`src/hw/rtl/button_debounce_press_hold_unit_macros.svh`:
```
// Assertion helpers for the top-level file, which checks its own logic.
// Each macro expects a clock named clk and an active-low reset named arst_n.
`ifndef BUTTON_DEBOUNCE_PRESS_HOLD_UNIT_MACROS_SVH
`define BUTTON_DEBOUNCE_PRESS_HOLD_UNIT_MACROS_SVH

// The consequent must hold in the same cycle as the antecedent.
`define BDPH_ASSERT_SAME(lbl, ante, cons, msg) \
	lbl: assert property (@(posedge clk) disable iff (!arst_n) (ante) |-> (cons)) \
		else $error(msg);

// The consequent must hold in the cycle after the antecedent.
`define BDPH_ASSERT_NEXT(lbl, ante, cons, msg) \
	lbl: assert property (@(posedge clk) disable iff (!arst_n) (ante) |=> (cons)) \
		else $error(msg);

`endif

```
`src/hw/rtl/bdph_pkg.sv`:
```
package bdph_pkg;

	// Widths of the item fields and of the configuration port.
	localparam int SENSE_W    = 2;
	localparam int IDX_W      = 1;
	localparam int FLAG_W     = 2;
	localparam int TIMER_W    = 16;
	localparam int CFG_ADDR_W = 4;
	localparam int CFG_DATA_W = 32;

	localparam int NUM_BUTTONS_DEF = 2;

	// Configuration register reset values.
	localparam logic [TIMER_W-1:0] HOLD_TIME_RST  = 16'd1000;
	localparam logic [TIMER_W-1:0] TICK_STEP_RST  = 16'd10;
	localparam logic [TIMER_W-1:0] PRESS_TIME_RST = 16'd50;

	// Register indexes, taken from paddr[3:2].
	localparam logic [1:0] REG_HOLD_TIME  = 2'd0;
	localparam logic [1:0] REG_TICK_STEP  = 2'd1;
	localparam logic [1:0] REG_PRESS_TIME = 2'd2;

	typedef enum logic [1:0] {
		MODE_TICK       = 2'd0,
		MODE_READ_PRESS = 2'd1,
		MODE_READ_HELD  = 2'd2
	} mode_t;

	// Command handed to every lane for one transaction.
	typedef struct packed {
		logic  fire;
		mode_t mode;
		logic  level;
		logic  sel;
	} lane_cmd_t;

	// What a lane reports: flags after the step, its read answer, and current state.
	typedef struct packed {
		logic held;
		logic pressed;
		logic result;
		logic held_q;
		logic pressed_q;
		logic ack_q;
	} lane_stat_t;

	typedef struct packed {
		logic [FLAG_W-1:0] pressed_flags;
		logic [FLAG_W-1:0] held_flags;
		logic              result_bit;
	} out_item_t;

endpackage

```
`src/hw/rtl/bdph_lane.sv`:
```
// Per-button debounce core: timer, held, pressed and acknowledged state.
module bdph_lane (
	input  logic                              clk,
	input  logic                              arst_n,
	input  bdph_pkg::lane_cmd_t               cmd,
	input  logic [bdph_pkg::TIMER_W-1:0]      hold_time,
	input  logic [bdph_pkg::TIMER_W-1:0]      tick_step,
	input  logic [bdph_pkg::TIMER_W-1:0]      press_time,
	output bdph_pkg::lane_stat_t              stat
);

	logic [bdph_pkg::TIMER_W-1:0] timer_q, timer_d, timer_sat;
	logic [bdph_pkg::TIMER_W:0]   grown;
	logic                         held_q, held_d;
	logic                         pressed_q, pressed_d;
	logic                         ack_q, ack_d;
	logic                         result;

	assign grown     = {1'b0, timer_q} + {1'b0, tick_step};
	assign timer_sat = grown[bdph_pkg::TIMER_W] ? '1 : grown[bdph_pkg::TIMER_W-1:0];

	always_comb begin
		timer_d   = timer_q;
		held_d    = held_q;
		pressed_d = pressed_q;
		ack_d     = ack_q;
		result    = 1'b0;
		case (cmd.mode)
			bdph_pkg::MODE_TICK: begin
				if (cmd.level) begin
					if (timer_q < hold_time) begin
						timer_d = timer_sat;
					end else begin
						held_d = 1'b1;
					end
					// The press test sees the timer after this tick's growth.
					if ((timer_d > press_time) && !ack_q) begin
						pressed_d = 1'b1;
					end
				end else begin
					timer_d = '0;
					held_d  = 1'b0;
					if (ack_q) begin
						pressed_d = 1'b0;
						ack_d     = 1'b0;
					end
				end
			end
			bdph_pkg::MODE_READ_PRESS: begin
				if (cmd.sel && pressed_q && !ack_q) begin
					result = 1'b1;
					ack_d  = 1'b1;
				end
			end
			bdph_pkg::MODE_READ_HELD: begin
				result = cmd.sel & held_q;
			end
			default: begin
			end
		endcase
	end

	always_ff @(posedge clk or negedge arst_n) begin
		if (!arst_n) begin
			timer_q   <= '0;
			held_q    <= 1'b0;
			pressed_q <= 1'b0;
			ack_q     <= 1'b0;
		end else if (cmd.fire) begin
			timer_q   <= timer_d;
			held_q    <= held_d;
			pressed_q <= pressed_d;
			ack_q     <= ack_d;
		end
	end

	assign stat.held      = held_d;
	assign stat.pressed   = pressed_d;
	assign stat.result    = result;
	assign stat.held_q    = held_q;
	assign stat.pressed_q = pressed_q;
	assign stat.ack_q     = ack_q;

endmodule

```
`src/hw/rtl/bdph_merge.sv`:
```
// Combines the lane reports into one result item.
module bdph_merge #(
	parameter int NUM_BUTTONS = bdph_pkg::NUM_BUTTONS_DEF
) (
	input  bdph_pkg::lane_stat_t stat [NUM_BUTTONS],
	output bdph_pkg::out_item_t  item
);

	// Only the selected lane can answer, so an OR picks its answer.
	always_comb begin
		item.result_bit = 1'b0;
		for (int i = 0; i < NUM_BUTTONS; i++) begin
			item.result_bit = item.result_bit | stat[i].result;
		end
	end

	for (genvar i = 0; i < bdph_pkg::FLAG_W; i++) begin : g_flag
		if (i < NUM_BUTTONS) begin : g_lane
			assign item.held_flags[i]    = stat[i].held;
			assign item.pressed_flags[i] = stat[i].pressed;
		end else begin : g_none
			assign item.held_flags[i]    = 1'b0;
			assign item.pressed_flags[i] = 1'b0;
		end
	end

endmodule

```
`src/hw/rtl/bdph_out_buf.sv`:
```
// Two-entry output buffer: an output register plus a skid register.
module bdph_out_buf (
	input  logic                clk,
	input  logic                arst_n,
	input  logic                in_valid,
	output logic                in_ready,
	input  bdph_pkg::out_item_t in_item,
	output logic                out_valid,
	input  logic                out_ready,
	output bdph_pkg::out_item_t out_item
);

	logic                out_valid_q, skid_valid_q;
	bdph_pkg::out_item_t out_item_q, skid_item_q;
	logic                out_free;

	assign out_free  = !out_valid_q || out_ready;
	assign in_ready  = !skid_valid_q;
	assign out_valid = out_valid_q;
	assign out_item  = out_item_q;

	always_ff @(posedge clk or negedge arst_n) begin
		if (!arst_n) begin
			out_valid_q  <= 1'b0;
			skid_valid_q <= 1'b0;
		end else if (out_free) begin
			if (skid_valid_q) begin
				out_valid_q  <= 1'b1;
				skid_valid_q <= 1'b0;
			end else begin
				out_valid_q <= in_valid;
			end
		end else if (in_valid && in_ready) begin
			skid_valid_q <= 1'b1;
		end
	end

	always_ff @(posedge clk) begin
		if (out_free) begin
			out_item_q <= skid_valid_q ? skid_item_q : in_item;
		end else if (in_valid && in_ready) begin
			skid_item_q <= in_item;
		end
	end

endmodule

```
`src/hw/rtl/button_debounce_press_hold_unit.sv`:
```
// Button debouncer with press latching and hold detection. Each input transaction is a tick
// (tuser mode 0) carrying the raw level of every button, a read press (mode 1) that reports an
// unacknowledged press of one button once and then acknowledges it, or a read held (mode 2).
// Mode 3 changes nothing and answers 0. Every input transaction gives exactly one output
// transaction with the read answer and the held and pressed flags after the step. One
// transaction is taken per clock: every button has its own lane that updates its state in
// the accepting cycle, and a two-entry output buffer (output plus skid register) lets input
// continue while a result waits, so the input stalls only once both entries are full. A
// result goes to the output register, or to the skid register while the output is held.
// Registers sit at byte addresses 0 (hold_time), 4 (tick_step) and 8 (press_time); the user
// must write them only while the block is idle, which the block itself does not enforce.
module button_debounce_press_hold_unit #(
	parameter int NUM_BUTTONS = bdph_pkg::NUM_BUTTONS_DEF
) (
	input  logic                                clk,
	input  logic                                arst_n,
	input  logic                                psel,
	input  logic                                penable,
	input  logic                                pwrite,
	input  logic [bdph_pkg::CFG_ADDR_W-1:0]     paddr,
	input  logic [bdph_pkg::CFG_DATA_W-1:0]     pwdata,
	output logic [bdph_pkg::CFG_DATA_W-1:0]     prdata,
	output logic                                pready,
	input  logic                                s_axis_tvalid,
	output logic                                s_axis_tready,
	input  logic [7:0]                          s_axis_tdata,  // sense_bits[1:0], button_index[2]
	input  logic [1:0]                          s_axis_tuser,  // mode[1:0]
	output logic                                m_axis_tvalid,
	input  logic                                m_axis_tready,
	output logic [7:0]                          m_axis_tdata   // result_bit[0], held_flags[2:1],
	                                                           // pressed_flags[4:3]
);

	logic [bdph_pkg::TIMER_W-1:0] hold_time_q, tick_step_q, press_time_q;
	logic                         cfg_write;
	logic                         fire;
	logic                         button_index;
	bdph_pkg::mode_t              mode;
	bdph_pkg::lane_stat_t         lane_stat [NUM_BUTTONS];
	bdph_pkg::out_item_t          merged_item, out_item;

	// Configuration registers. pready is tied high, so a write lands on the access cycle.
	assign pready    = 1'b1;
	assign cfg_write = psel && penable && pwrite && pready;

	always_ff @(posedge clk or negedge arst_n) begin
		if (!arst_n) begin
			hold_time_q  <= bdph_pkg::HOLD_TIME_RST;
			tick_step_q  <= bdph_pkg::TICK_STEP_RST;
			press_time_q <= bdph_pkg::PRESS_TIME_RST;
		end else if (cfg_write) begin
			case (paddr[3:2])
				bdph_pkg::REG_HOLD_TIME:  hold_time_q  <= pwdata[bdph_pkg::TIMER_W-1:0];
				bdph_pkg::REG_TICK_STEP:  tick_step_q  <= pwdata[bdph_pkg::TIMER_W-1:0];
				bdph_pkg::REG_PRESS_TIME: press_time_q <= pwdata[bdph_pkg::TIMER_W-1:0];
				default: begin
				end
			endcase
		end
	end

	always_comb begin
		case (paddr[3:2])
			bdph_pkg::REG_HOLD_TIME:  prdata = {16'd0, hold_time_q};
			bdph_pkg::REG_TICK_STEP:  prdata = {16'd0, tick_step_q};
			bdph_pkg::REG_PRESS_TIME: prdata = {16'd0, press_time_q};
			default:                  prdata = '0;
		endcase
	end

	// Input decode. Every lane sees the same transaction.
	assign fire         = s_axis_tvalid && s_axis_tready;
	assign mode         = bdph_pkg::mode_t'(s_axis_tuser);
	assign button_index = s_axis_tdata[2];

	for (genvar i = 0; i < NUM_BUTTONS; i++) begin : g_lane
		bdph_pkg::lane_cmd_t cmd;

		assign cmd.fire = fire;
		assign cmd.mode = mode;

		// Buttons above the sense field never see a level; buttons above the index
		// range can never be selected by a read.
		if (i < bdph_pkg::SENSE_W) begin : g_level
			assign cmd.level = s_axis_tdata[i];
		end else begin : g_nolevel
			assign cmd.level = 1'b0;
		end

		if (i < (1 << bdph_pkg::IDX_W)) begin : g_sel
			assign cmd.sel = (int'(button_index) == i);
		end else begin : g_nosel
			assign cmd.sel = 1'b0;
		end

		bdph_lane u_lane (
			.clk        (clk),
			.arst_n     (arst_n),
			.cmd        (cmd),
			.hold_time  (hold_time_q),
			.tick_step  (tick_step_q),
			.press_time (press_time_q),
			.stat       (lane_stat[i])
		);
	end

	bdph_merge #(
		.NUM_BUTTONS (NUM_BUTTONS)
	) u_merge (
		.stat (lane_stat),
		.item (merged_item)
	);

	bdph_out_buf u_out_buf (
		.clk       (clk),
		.arst_n    (arst_n),
		.in_valid  (fire),
		.in_ready  (s_axis_tready),
		.in_item   (merged_item),
		.out_valid (m_axis_tvalid),
		.out_ready (m_axis_tready),
		.out_item  (out_item)
	);

	assign m_axis_tdata = {3'b000, out_item.pressed_flags, out_item.held_flags,
		out_item.result_bit};

	// Checks on the lane state and the output buffer.
	`include "button_debounce_press_hold_unit_macros.svh"

	// An acknowledged press is always still latched.
	`BDPH_ASSERT_SAME(a_ack_implies_pressed, lane_stat[0].ack_q, lane_stat[0].pressed_q, "ack without press")
	// The input stalls only while a result is waiting on the output.
	`BDPH_ASSERT_SAME(a_stall_has_output, !s_axis_tready, m_axis_tvalid, "stall with empty output")
	// A read of the held flag leaves the pressed and held state alone.
	`BDPH_ASSERT_NEXT(a_read_held_quiet, fire && (mode == bdph_pkg::MODE_READ_HELD), $stable(lane_stat[0].pressed_q) && $stable(lane_stat[0].held_q), "read held changed state")

endmodule

```
`config.mk`:
```
export PLATFORM = sky130hd
export DESIGN_NAME = button_debounce_press_hold_unit
export DESIGN_NICKNAME = d
export VERILOG_FILES = /design/src/hw/rtl/bdph_pkg.sv /design/src/hw/rtl/bdph_lane.sv /design/src/hw/rtl/bdph_merge.sv /design/src/hw/rtl/bdph_out_buf.sv /design/src/hw/rtl/button_debounce_press_hold_unit.sv
export VERILOG_INCLUDE_DIRS = /design/src /design/src/hw/rtl
export SDC_FILE = /design/constraint.sdc
export NUM_CORES = 1
export LEC_CHECK = 0
export BUFFER_PORTS_ARGS = -buffer_cell sky130_fd_sc_hd__buf_4
export CELL_PAD_IN_SITES_DETAIL_PLACEMENT = 2
export CELL_PAD_IN_SITES_GLOBAL_PLACEMENT = 2
export CORE_ASPECT_RATIO = 1.1
export CORE_MARGIN = 3
export CORE_UTILIZATION = 35
export CTS_BUF_LIST = sky130_fd_sc_hd__clkbuf_8
export DETAILED_ROUTE_END_ITERATION = 8
export GPL_ROUTABILITY_DRIVEN = 0
export GPL_TIMING_DRIVEN = 0
export HOLD_SLACK_MARGIN = 0.06
export PLACE_DENSITY = 0.82
export SKIP_CTS_REPAIR_TIMING = 1
export SLEW_MARGIN = 40
export SYNTH_ARGS = -nofsm -noshare
export SYNTH_HDL_FRONTEND = slang
export SYNTH_HIERARCHICAL = 1
export SYNTH_SLANG_ARGS = --single-unit
```
`constraint.sdc`:
```
create_clock -name clk -period 3.77 [get_ports clk]
set_input_delay 0.754 -clock clk [delete_from_list [all_inputs] [get_ports clk]]
set_output_delay 0.754 -clock clk [all_outputs]
set_load 0.05 [all_outputs]
```
==> impl_metrics.sql, run 1 <==
INSERT INTO impl_metrics (metric_group, metric, value, unit) VALUES
('run_status', 'outcome', 'finished with violations', ''),
('run_status', 'violations', 'setup timing', ''),
('clock_tree', 'max_root_sink_buffers', '2', ''),
('setup_path', 'path_buf_inv', '3', ''),
('pwr', 'clock_power_share', '6.6', '%'),
('die', 'pin_count', '96', ''),
('detailed_routing', 'initialDrtViolationCount', '429', ''),
('setup_path', 'slowest_stage', 'sky130_fd_sc_hd__o31ai_1', ''),
('setup_path', 'worstRegToRegCells', '17', ''),
('logic_synthesis', 'synth-warning-count', '6', ''),
('layout', 'layoutNonFillerInstCount', '1402', ''),
('global_route', 'grt_pass1_wl', '51.3', 'mm'),
('setup_path', 'path_class', 'reg -> reg', ''),
('die', 'die_area', '27400', 'sq um'),
('global_route', 'grt_pass1_vias', '8747', ''),
('setup_path', 'cp-end-kind', 'flop', ''),
('placed_design', 'placement.setup.worst_slack', '-1.00', 'ns'),
('setup_path', 'path_cells', 'buf_12 > ha_4 > fa_2 > a211oi_4 > o21ai_4 > o21ai_4 > o311ai_4 > buf_12 > nand3b_1 > mux2_4 > ha_4 > nand4_1 > buf_4 > a21oi_1 > o21ai_2 > o31ai_1 > mux2_4', ''),
('pwr', 'vdd_drop_max', '0.393', 'mV'),
('logic_synthesis', 'post_synth.cell_area_avg', '9.11', 'sq um'),
('layout', 'synthToLayoutAreaGrowth', '18.4', '%'),
('clock_tree', 'clock-sinks', '98', ''),
('sta', 'finalHoldViolCount', '0', ''),
('setup_path', 'start_kind', 'flop', ''),
('setup_path', 'crit_path_max_incr_delay', '0.50', 'ns'),
('sta', 'fin_hold_ws', '0.307', 'ns'),
('sta', 'finalWorstPathRequiredPeriod', '4.63', 'ns'),
('sta', 'max_freq', '216', 'MHz'),
('die', 'num_rows', '60', ''),
('detailed_routing', 'antenna_violating_nets_post_route', '0', ''),
('sta', 'fin_ws', '-0.865', 'ns'),
('setup_path', 'reg2reg_from', 'tick_step_q[0]$_DFFE_PN0P_', ''),
('sta', 'worst_relative_slew_slack', '45.7', '%'),
('clock_tree', 'tritoncts', 'built', ''),
('die', 'core_area', '24800', 'sq um'),
('pwr', 'static_leakage', '4.83', 'nW'),
('pwr', 'sw_frac_of_total', '53.9', '%'),
('die', 'die_height', '173', 'um'),
('sta', 'setup_tns', '-3.14', 'ns'),
('pwr', 'combinationalPowerShare', '74.8', '%'),
('detailed_routing', 'drt_wl_total', '36.1', 'mm'),
('placed_design', 'placement.io_buffers', '50', ''),
('sta', 'worst_slew_pin_slew', '0.811', 'ns'),
('worst_hold_path', 'hold_class', 'in -> async', ''),
('setup_path', 'timing.critical_path.max_delay_family', 'compound AO/OA/AOI/OAI gates', ''),
('setup_path', 'data_required_time_at_the_worst_endpoint', '4.06', 'ns'),
('sta', 'post-route-period-util', '123', '%'),
('logic_synthesis', 'post_synthesis_instance_total', '979', ''),
('layout', 'mostFrequentLayoutCell', 'sky130_fd_sc_hd__buf_4', ''),
('detailed_routing', 'route.detailed.drc', '0', ''),
('setup_path', 'r2r_setup_slack', '-0.86', 'ns'),
('global_route', 'track_usage', '23.9', '%'),
('sta', 'setup_violations', '6', ''),
('setup_path', 'worst-endpoint-arrival', '4.92', 'ns'),
('setup_path', 'critical_path.reg2reg.endpoint', 'u_out_buf/out_item[4]$_DFFE_PP_', ''),
('layout', 'fin_nets', '1242', ''),
('global_route', 'antenna_violations_before_repair', '0', ''),
('setup_path', 'worstPathMaxFanout', '4', ''),
('die', 'start_util', '36.0', '%'),
('clock_tree', 'h_tree_depth_reported_by_cts', '3', ''),
('detailed_routing', 'drt-wirelength-per-cell', '25.8', 'um'),
('pwr', 'switching_power', '5.88', 'mW'),
('detailed_routing', 'via_count', '8152', ''),
('clock_tree', 'clock_latency', '0.41', 'ns'),
('sta', 'unrepaired_setup_endpoints_after_global_routing', 'yes', ''),
('placed_design', 'numPlacedInstances', '1357', ''),
('sta', 'finalClockSkew', '0.0125', 'ns'),
('run', 'maxCapViolCount', '0', ''),
('logic_synthesis', 'post_synth_instance_area', '8920', 'sq um'),
('global_route', 'globalRouteOverflowTotal', '0', ''),
('pwr', 'p_int', '5.03', 'mW');
-- worst max-delay path by stage --
stage / start / endpoint / cells after the start
after floorplan: tick_step_q[0]$_DFFE_PN0P_ / u_out_buf/out_item[3]$_DFFE_PP_ / 17
after global routing: tick_step_q[0]$_DFFE_PN0P_ / u_out_buf/out_item[4]$_DFFE_PP_ / 17
after detailed placement: tick_step_q[0]$_DFFE_PN0P_ / u_out_buf/out_item[3]$_DFFE_PP_ / 19
after global placement: tick_step_q[0]$_DFFE_PN0P_ / u_out_buf/out_item[3]$_DFFE_PP_ / 19
after CTS: hold_time_q[9]$_DFFE_PN1P_ / u_out_buf/out_item[4]$_DFFE_PP_ / 20
final: tick_step_q[0]$_DFFE_PN0P_ / u_out_buf/out_item[4]$_DFFE_PP_ / 17
-- through the flow --
step | instance area [sq um] | utilization (%)
floorplan | 9030 | -
global placement | 9790 | 39.5
detailed placement | 9800 | 39.5
CTS | 9980 | 40.3
global route | 10600 | 42.6
finish | 10600 | 42.6
-- layer usage --
layer  vias up  GRT usage, %  routed length, um
li1       3699             -                  -
met1      4229          29.8              14900
met2       168          42.8              19200
met3        56          2.02                881
met4         0          8.25               1110
met5         -             0                  0
-- flip-flops by register name (all words and copies together) (netlist names) --
| name | cells |
|---|---|
| g_lane.u_lane/timer_q | 32 |
| press_time_q | 16 |
| g_lane.u_lane/held_q | 2 |
| g_lane.u_lane/ack_q | 2 |
| u_out_buf/out_item | 5 |
| u_out_buf/skid_item_q | 5 |
| g_lane.u_lane/pressed_q | 2 |
| tick_step_q | 16 |
| u_out_buf/skid_valid_q | 1 |
| u_out_buf/out_valid | 1 |
| hold_time_q | 16 |
-- final cells by class --
cell class,count,area (sq um)
Clock buffer,9,124
Sequential cell,98,2520
Timing Repair Buffer,83,663
Tap cell,310,388
Buffer,66,487
Multi-Input combinational cell,747,6000
Clock inverter,7,61.3
Fill cell,2679,14200
Inverter,82,308
-- power groups by stage --
stage	combinational, mW	sequential, mW	clock [mW]
2_1_floorplan	4.89	1.81	0
3_3_place_gp	6.37	1.96	0
3_5_place_dp	6.77	2.00	0
4_1_cts	6.85	1.98	0.725
5_1_grt	8.88	2.06	0.772
6_report	8.16	2.03	0.723
No activity file was read; power rests on OpenSTA's default activity.
==> run 2: changes to the inputs <==
--- a/config.mk
+++ b/config.mk
@@ -17,7 +17,7 @@
 export GPL_ROUTABILITY_DRIVEN = 0
 export GPL_TIMING_DRIVEN = 0
 export HOLD_SLACK_MARGIN = 0.06
-export PLACE_DENSITY = 0.82
+export PLACE_DENSITY = 0.9
 export SKIP_CTS_REPAIR_TIMING = 1
 export SLEW_MARGIN = 40
 export SYNTH_ARGS = -nofsm -noshare
==> impl_metrics.sql, run 2 (same netlist as run 1, synthesis figures left out) <==
INSERT INTO impl_metrics (metric_group, metric, value, unit) VALUES
('layout', 'post_route_cells_drive_above_1_share', '30.8', '%'),
('layout', 'largest_register_ff_count', '32', ''),
('clock_tree', 'clock-sinks', '98', ''),
('die', 'start_util', '36.0', '%'),
('run', 'maxCapViolCount', '0', ''),
('pwr', 'pwr_density_cell', '1120', 'nW/um^2'),
('setup_path', 'worstPathMaxFanout', '7', ''),
('die', 'pin_count', '96', ''),
('run_status', 'violations', 'setup timing', ''),
('detailed_routing', 'drt-wirelength-per-cell', '31.3', 'um'),
('sta', 'post-route-period-util', '123', '%'),
('sta', 'worst_slew_pin_slew', '0.864', 'ns'),
('clock_tree', 'cts_made_buffers', '9', ''),
('layout', 'layoutNonFillerInstCount', '1417', ''),
('sta', 'worst_relative_slew_slack', '42.1', '%'),
('setup_path', 'slowest_stage', 'sky130_fd_sc_hd__dfrtp_2', ''),
('global_route', 'antenna_violations_before_repair', '0', ''),
('die', 'num_rows', '60', ''),
('sta', 'max_freq', '216', 'MHz'),
('setup_path', 'cp-end-kind', 'flop', ''),
('setup_path', 'path_class', 'reg -> reg', ''),
('sta', 'finalHoldViolCount', '0', ''),
('detailed_routing', 'via_count', '8838', ''),
('clock_tree', 'root_buffer', 'sky130_fd_sc_hd__clkbuf_8', ''),
('detailed_routing', 'route.detailed.drc', '0', ''),
('global_route', 'grt_pass1_vias', '9333', ''),
('clock_tree', 'h_tree_depth_reported_by_cts', '3', ''),
('layout', 'fin_nets', '1257', ''),
('die', 'die_width', '158', 'um'),
('layout', 'area_occupied_by_registers', '2520', 'sq um'),
('clock_tree', 'clock_latency', '0.40', 'ns'),
('sta', 'drv_slew', '0', ''),
('setup_path', 'crit_path_max_incr_delay', '0.50', 'ns'),
('layout', 'multiInputGateArea', '6070', 'sq um'),
('pwr', 'vdd_drop_max', '0.356', 'mV'),
('clock_tree', 'max_root_sink_buffers', '2', ''),
('detailed_routing', 'drt_wl_total', '44.4', 'mm'),
('setup_path', 'critPathLaunch', 'tick_step_q[0]$_DFFE_PN0P_', ''),
('die', 'die_area', '27400', 'sq um'),
('worst_hold_path', 'hold_class', 'in -> async', ''),
('global_route', 'grt_pass1_wl', '57.4', 'mm'),
('pwr', 'static_leakage', '4.94', 'nW'),
('layout', 'largest-register', 'g_lane.u_lane/timer_q', ''),
('placed_design', 'numPlacedInstances', '1357', ''),
('sta', 'setup_violations', '6', ''),
('setup_path', 'reg2reg_from', 'tick_step_q[0]$_DFFE_PN0P_', ''),
('layout', 'fillCellCount', '2684', ''),
('die', 'die_height', '173', 'um'),
('detailed_routing', 'initialDrtViolationCount', '659', ''),
('layout', 'insertedDiodeCount', '0', ''),
('setup_path', 'path_cells', 'ha_4 > fa_2 > a21o_4 > a221oi_4 > o21a_2 > o21ai_4 > buf_12 > nor2_1 > o21ai_1 > ha_1 > nand4_1 > o41ai_4 > nor2_2 > a22oi_2 > nand2_2 > mux2_4', ''),
('run_status', 'outcome', 'finished with violations', ''),
('die', 'core_area', '24800', 'sq um'),
('placed_design', 'placement.io_buffers', '50', ''),
('sta', 'fin_ws', '-0.858', 'ns'),
('layout', 'most-common-layout-cells', 'sky130_fd_sc_hd__buf_4, sky130_fd_sc_hd__nand2_1, sky130_fd_sc_hd__ha_1, sky130_fd_sc_hd__inv_1', ''),
('global_route', 'track_usage', '27.3', '%'),
('placed_design', 'place.detailed.hpwl', '28.4', 'mm'),
('detailed_routing', 'drt_pre_antenna_iters', '5', ''),
('setup_path', 'start_kind', 'flop', ''),
('sta', 'finalClockSkew', '0.0136', 'ns'),
('global_route', 'globalRouteOverflowTotal', '0', ''),
('clock_tree', 'worst_setup_hold_path_clk_slew', '0.12', 'ns'),
('sta', 'unrepaired_setup_endpoints_after_global_routing', 'yes', ''),
('detailed_routing', 'antenna_violating_nets_post_route', '0', ''),
('clock_tree', 'tritoncts', 'built', ''),
('sta', 'finalWorstPathRequiredPeriod', '4.63', 'ns'),
('layout', 'mostFrequentLayoutCell', 'sky130_fd_sc_hd__buf_4', ''),
('detailed_routing', 'routed_via_density', '6.24', ''),
('layout', 'synthToLayoutAreaGrowth', '20.8', '%'),
('setup_path', 'data_required_time_at_the_worst_endpoint', '3.94', 'ns'),
('layout', 'layout.core_utilization', '43.5', '%'),
('setup_path', 'worst-endpoint-arrival', '4.79', 'ns'),
('global_route', 'grt_max_degree', '89', '');
-- run 2: changes by cell type in the layout (fill, tap and decap cells not counted), sizes merged --
cell    before  now
buf        135  150
bufinv       0    2
inv         86   84
clkbuf      23   24
clkinv       3    2
-- run 2: worst max-delay path: cells and delay by family, from the launching register on --
kind / cells / cell delay [ns]
DFF: 1 / 0.50
adders and majority gates: 3 / 0.97
and+or+nand+nor: 4 / 0.64
muxes: 1 / 0.28
AOI/OAI and AO/OA: 7 / 1.79
buffers and inverters: 1 / 0.21
-- run 2: layout make-up --
class                   count  share of cell area, %
inverters                  82                   2.86
well taps                 310                   3.60
clock inverters             6                  0.836
flip-flops and latches     98                   23.4
clock buffers              10                   1.28
repair buffers             98                   7.10
multi-input cells         747                   56.4
plain buffers              66                   4.55
-- run 2: routing by layer --
metal | global-route usage [%] | vias to the layer above | wire (um)
li1 | - | 3730 | -
met1 | 30.8 | 4598 | 16900
met2 | 48.5 | 342 | 22900
met3 | 3.80 | 168 | 1740
met4 | 15.2 | 0 | 2890
met5 | 0 | - | 0
-- run 2: path summary, 6_finish.rpt --
path	endpoint	slack [ns]	depth (start not counted)
max reg2reg	u_out_buf/out_item[3]$_DFFE_PP_	-0.86	16
max	u_out_buf/out_item[3]$_DFFE_PP_	-0.86	16
min in group clk	u_out_buf/out_item[2]$_DFFE_PP_	0.58	1
min reg2reg	u_out_buf/out_item[2]$_DFFE_PP_	0.58	1
min	g_lane[1].u_lane/held_q$_DFFE_PN0P_	0.35	1
max in group asynchronous	g_lane[1].u_lane/timer_q[8]$_DFFE_PN0P_	2.84	1
-- run 2: stage by stage --
stage	setup slack, ns	cell area (sq um)	power, mW	hold WS (ns)	setup TNS (ns)
final	-0.858	10800	12.1	0.346	-3.86
after CTS	-1.27	10000	10.0	0.466	-5.36
after global placement	-0.847	9790	8.27	0.536	-2.98
after floorplan	-0.176	9030	6.70	0.458	-0.213
after detailed placement	-1.08	9790	8.96	0.541	-4.60
after global routing	-0.939	10800	12.7	0.405	-4.45
-- run 2: power breakdown --
group | switching [mW] | internal, mW
Clock | 0.461 | 0.396
Combinational | 5.56 | 3.56
Sequential | 0.646 | 1.43
